`src/hdl/bpa_pkg.sv`:
```
// shared types and constants for the buddy page allocator
// no dependencies; used by every module under hdl
package bpa_pkg;

	localparam int NUM_PAGES  = 1024;
	localparam int NUM_ORDERS = 11;
	localparam int NODE_COUNT = NUM_PAGES + NUM_ORDERS;
	localparam int PAGE_W     = $clog2(NUM_PAGES);
	localparam int LINK_W     = $clog2(NODE_COUNT);
	localparam int LIST_W     = $clog2(NUM_ORDERS);
	localparam int ORD_W      = 4;
	localparam int CFG_W      = 11;
	localparam int STAT_W     = 3;
	localparam int APB_DW     = 32;
	localparam int APB_AW     = 3;

	localparam logic MODE_ALLOC = 1'b0;
	localparam logic MODE_FREE  = 1'b1;

	localparam logic REG_LOW_PAGE  = 1'b0;
	localparam logic REG_HIGH_PAGE = 1'b1;

	localparam logic [CFG_W-1:0] LOW_PAGE_RST  = CFG_W'(0);
	localparam logic [CFG_W-1:0] HIGH_PAGE_RST = CFG_W'(1024);

	typedef enum logic [STAT_W-1:0] {
		ST_OK,
		ST_OOM,
		ST_RANGE,
		ST_NOT_USED,
		ST_MISALIGNED
	} status_t;

	typedef struct packed {
		logic              mode;
		logic [ORD_W-1:0]  req_order;
		logic [PAGE_W-1:0] page_index;
	} req_t;

	typedef struct packed {
		status_t           status;
		logic [PAGE_W-1:0] granted_page;
	} rsp_t;

	typedef struct packed {
		logic [CFG_W-1:0] low_page;
		logic [CFG_W-1:0] high_page;
	} cfg_t;

	typedef struct packed {
		logic              used;
		logic [ORD_W-1:0]  order;
		logic [LINK_W-1:0] next;
		logic [LINK_W-1:0] prev;
	} entry_t;

	typedef struct packed {
		logic              en;
		logic              we;
		logic [PAGE_W-1:0] addr;
		entry_t            wdata;
	} ram_req_t;

endpackage

```
`src/hdl/bpa_cfg_regs.sv`:
```
// apb register file holding the managed page window
// depends on bpa_pkg
module bpa_cfg_regs (
	input  logic                         clk,
	input  logic                         arst_n,
	input  logic                         psel,
	input  logic                         penable,
	input  logic                         pwrite,
	input  logic [bpa_pkg::APB_AW-1:0]   paddr,
	input  logic [bpa_pkg::APB_DW-1:0]   pwdata,
	output logic [bpa_pkg::APB_DW-1:0]   prdata,
	output logic                         pready,
	output bpa_pkg::cfg_t                cfg
);

	logic                        reg_sel;
	logic [bpa_pkg::CFG_W-1:0]   low_q;
	logic [bpa_pkg::CFG_W-1:0]   high_q;

	assign reg_sel = paddr[2];
	assign pready  = 1'b1;

	always_ff @(posedge clk or negedge arst_n) begin
		if (!arst_n) begin
			low_q  <= bpa_pkg::LOW_PAGE_RST;
			high_q <= bpa_pkg::HIGH_PAGE_RST;
		end else if (psel && penable && pwrite) begin
			if (reg_sel == bpa_pkg::REG_LOW_PAGE) begin
				low_q <= pwdata[bpa_pkg::CFG_W-1:0];
			end else begin
				high_q <= pwdata[bpa_pkg::CFG_W-1:0];
			end
		end
	end

	always_comb begin
		if (reg_sel == bpa_pkg::REG_LOW_PAGE) begin
			prdata = bpa_pkg::APB_DW'(low_q);
		end else begin
			prdata = bpa_pkg::APB_DW'(high_q);
		end
	end

	assign cfg.low_page  = low_q;
	assign cfg.high_page = high_q;

endmodule

```
`config.mk`:
```
export PLATFORM = sky130hd
export DESIGN_NAME = bpa_cfg_regs
export DESIGN_NICKNAME = d
export VERILOG_FILES = /design/src/hdl/bpa_pkg.sv /design/src/hdl/bpa_cfg_regs.sv
export SDC_FILE = /design/constraint.sdc
export NUM_CORES = 1
export LEC_CHECK = 0
export BUFFER_PORTS_ARGS = -buffer_cell sky130_fd_sc_hd__buf_2
export CORE_ASPECT_RATIO = 1.75
export CORE_MARGIN = 2
export CORE_UTILIZATION = 42
export DETAILED_ROUTE_END_ITERATION = 10
export GPL_TIMING_DRIVEN = 0
export HOLD_SLACK_MARGIN = 0.05
export PLACE_DENSITY = 0.89
export SETUP_SLACK_MARGIN = 0.3
export SLEW_MARGIN = 40
export SYNTH_ARGS = -nofsm -noshare
export SYNTH_HDL_FRONTEND = slang
export SYNTH_SLANG_ARGS = --single-unit
```
`constraint.sdc`:
```
create_clock -name clk -period 1.8 [get_ports clk]
set_clock_uncertainty 0.05 [all_clocks]
set_input_delay 0.27 -clock clk [delete_from_list [all_inputs] [get_ports clk]]
set_output_delay 0.27 -clock clk [all_outputs]
set_load 0.02 [all_outputs]
```
Word-level counts from Yosys, hierarchy flattened
Cells that the tools add are included.

word-level totals
  register bits = 22
  input bits = 40
  output and inout bits = 55
  logic and storage cells = 8

cells by class
  muxes and demuxes = 1
  bitwise operators = 1
  reduce and logical (&&, ||, !) cells = 4

operators with widths
  kind                 number
  2-to-1 mux 11 bit    1
  AND reduction 2 bit  2
  logical AND 1 bit    2
  inverter 1 bit       1

Depth between registers and ports, before layout
  word-level depth = 3
  depth in mapped cells = 3
  gate-level depth less buffers = 2

Worst setup path after synthesis
No wires, ideal clock.

  path kind = input -> output
  from = input paddr[2] (netlist bit)
  to = output prdata[0] (netlist bit)
  data arrival time = 0.862 ns
  data required time = 1.480 ns
  slack = 0.618 ns
  cell stages on the path = 2
  path buffers = 1
  cell sequence = buf_2 -> mux2_2

between the ends
  word-level cells in the longest chain between the ends = 1

RTL lines
  what               line                RTL
  from (decl)        bpa_cfg_regs.sv:9   input logic [bpa_pkg::APB_AW-1:0] paddr,
  2-to-1 mux 11 bit  bpa_cfg_regs.sv:37  if (reg_sel == bpa_pkg::REG_LOW_PAGE) begin
  to (decl)          bpa_cfg_regs.sv:11  output logic [bpa_pkg::APB_DW-1:0] prdata,

No other way between the ends.

Worst setup path after layout
  from = input paddr[2] (netlist bit)
  to = output prdata[9] (netlist bit)

Same word-level chain as after synthesis.

==> impl_metrics.csv <==
group,metric,value,unit
outcome,status,"finished clean",
critical_path,required,1.48,ns
power_and_ir_drop,switchingPower,0.000634,W
timing,setup_viol,0,
critical_path,critPathMaxFanout,10,
power_and_ir_drop,p_clk_share,19.1,%
logic_synthesis,syn-cell-area,0.00123,mm²
clock_tree,cts_buffers,3,
finish,antenna_cells,0,
clock_tree,cts_sinks,22,
timing,rsz0062_at_grt,"false",
clock_tree,clk_latency,0.25,ns
floorplanning,die_y,75.7,µm
placement,gp_congestion,0.740,
global_routing,grt_pass1_wl,4030,µm
placement,hpwlAfterDp,1850,µm
finish,fillers,246,
finish,seqCellArea,552,µm²
finish,final_common_cell,"buf_2",
critical_path,cp_cell_sequence,"buf_2 -> buf_4 -> mux2_2 -> buf_2",
clock_tree,htreeDepth,1,
timing,period_share,80.6,%
floorplanning,num_io_pins,95,
power_and_ir_drop,power_leakage,0.967,nW
power_and_ir_drop,p_total,0.00179,W
detailed_routing,vias,859,
placement,io_buffers,49,
timing,finalHoldViolations,0,
critical_path,crit_path_top_delay_cell,"mux2_2",
global_routing,antenna_found_initial,0,
power_and_ir_drop,power_density,1080,mW/mm²
global_routing,grt_max_degree,23,
finish,area_delta_synth_final,34.2,%
logic_synthesis,yosys_warnings,0,
finish,final_cell_mix,"49 x buf_2, 23 x buf_4, 22 x conb_1",
power_and_ir_drop,intPower,0.00115,W
detailed_routing,viasPerCell,4.62,
timing,final_max_slew_viol_count,0,
detailed_routing,drtPass1Iterations,4,
floorplanning,num_rows,26,
critical_path,setup.worst_path.end_class,"primary output",
detailed_routing,drc,0,
clock_tree,clk_path_buf_depth,2,
power_and_ir_drop,swShare,35.5,%
min_path,min_path_type,"input port to register",
detailed_routing,wl_per_cell,13.1,µm
logic_synthesis,ys_ff_latch,22,
critical_path,critPathLaunchType,"input port",
floorplanning,dieArea,0.00341,mm²
finish,final_nets,199,
finish,fin_util,57.9,%
critical_path,max_stage_delay,0.36,ns
clock_tree,cts_tree,"built",
floorplanning,core_area,0.00286,mm²
floorplanning,die_x,45.0,µm
global_routing,grt_usage,15.8,%
detailed_routing,drt-total-wl,2430,µm
logic_synthesis,ys_types,10,
critical_path,path_class,"input port to primary output",
global_routing,gr-total-overflow,0,
logic_synthesis,avgSynthCellArea,14.7,µm²
finish,multi_input_area,566,µm²
timing,fmax,689,MHz
clock_tree,clkTransAtPathRegs,0.08,ns
floorplanning,start_util,43.1,%
critical_path,path_common_cell,"buf_2",
detailed_routing,ant_nets,0,
run,cap_violations,0,
finish,drive_gt1_share,72.2,%
power_and_ir_drop,combPwrFrac,42.2,%
detailed_routing,initialDrtViolationCount,9,
logic_synthesis,syn_inst,84,
logic_synthesis,seq_area_frac_synth,44.7,%
critical_path,arrival,1.13,ns
timing,finalCriticalPeriod,1.45,ns
power_and_ir_drop,peakVddDrop,0.000533,V
power_and_ir_drop,pwr-share-seq,38.6,%
global_routing,grt_pass1_vias,879,
clock_tree,ctsRootBufferMaster,"clkbuf_8",
timing,fin_tns_setup,0,ns
[flip-flops by register name (all words and copies together), names as in the netlist]
register  flops
high_q       11
low_q        11
[logic make-up (layout without fill, tap and decap cells)]
family	Yosys count	count (layout)	synth area share, %
buf+inv	25	79	15.6
flops	22	22	44.7
mux	33	33	36.2
other cells	2	22	0.608
simple gates	2	2	2.94
[stage by stage]
stage	hold slack, ns	cells	instance area [µm²]	setup WS [ns]
detailed placement	0.209	181	1590	0.268
finish	0.207	186	1660	0.350
floorplan	-0.0756	104	1310	0.618
global route	0.194	186	1660	0.315
global placement	0.197	181	1590	0.279
CTS	0.200	186	1660	0.348
[path summary, 6_finish.rpt]
path                           start    endpoint  slack (ns)  cells past startpoint
hold / removal             pwdata[4]   high_q[4]        0.21                      2
min in group asynchronous     arst_n   high_q[4]        0.46                      2
max in group asynchronous     arst_n  high_q[10]        0.89                      2
setup / recovery            paddr[2]   prdata[9]        0.35                      4
hold reg to reg            high_q[6]   high_q[6]        0.49                      1
setup reg to reg            low_q[3]    low_q[3]        0.97                      1
[routing by layer]
| metal | wire length [µm] | vias to the layer above | part of all wire (%) | GRT usage, % |
|---|---|---|---|---|
| met1 | 861 | 414 | 35 | 16.6 |
| li1 | - | 392 | - | - |
| met3 | 230 | 0 | 9.5 | 2.84 |
| met2 | 1340 | 53 | 55 | 30.2 |
| met4 | 0 | 0 | 0 | 5.56 |
| met5 | 0 | - | 0 | 0 |
[layout make-up]
type	instances	area share [%]
clock buffers	4	3.32
repair buffers	50	15.4
plain buffers	25	11.8
multi-input cells	57	34.1
well taps	28	2.11
flip-flops and latches	22	33.3
[power groups by stage]
stage                     clock (W)  combinational (W)  sequential [W]
after floorplan                   0           0.000389        0.000825
after global placement            0           0.000741        0.000687
after detailed placement          0           0.000750        0.000697
after CTS                  0.000357           0.000757        0.000690
after global routing       0.000387           0.000801        0.000708
final                      0.000342           0.000753        0.000690
[critical path: cells and delay by family]
family / cells / cell delay (ns)
buffers and inverters: 3 / 0.50
multiplexers: 1 / 0.36
[repair_timing]
action | 4_1_cts | 5_1_grt
endpoints found under the hold margin | 21 | 0
gates resized for setup | 1 | 0
setup endpoints to repair | 10 | 0
hold buffers | 1 | 0
setup buffers | 0 | 0
[cells in the mapped netlist]
| master | count | area share (%) |
|---|---|---|
| dfstp_2 | 1 | 2.1 |
| nand4_2 | 1 | 1.0 |
| dfrtp_1 | 21 | 43 |
| mux2_4 | 20 | 24 |
| mux2_2 | 13 | 12 |
| nand4b_4 | 1 | 1.9 |
| conb_1 | 2 | 0.61 |
| buf_4 | 22 | 13 |
| buf_6 | 2 | 1.8 |
| buf_2 | 1 | 0.40 |
Power figures use the tool's default switching activity.
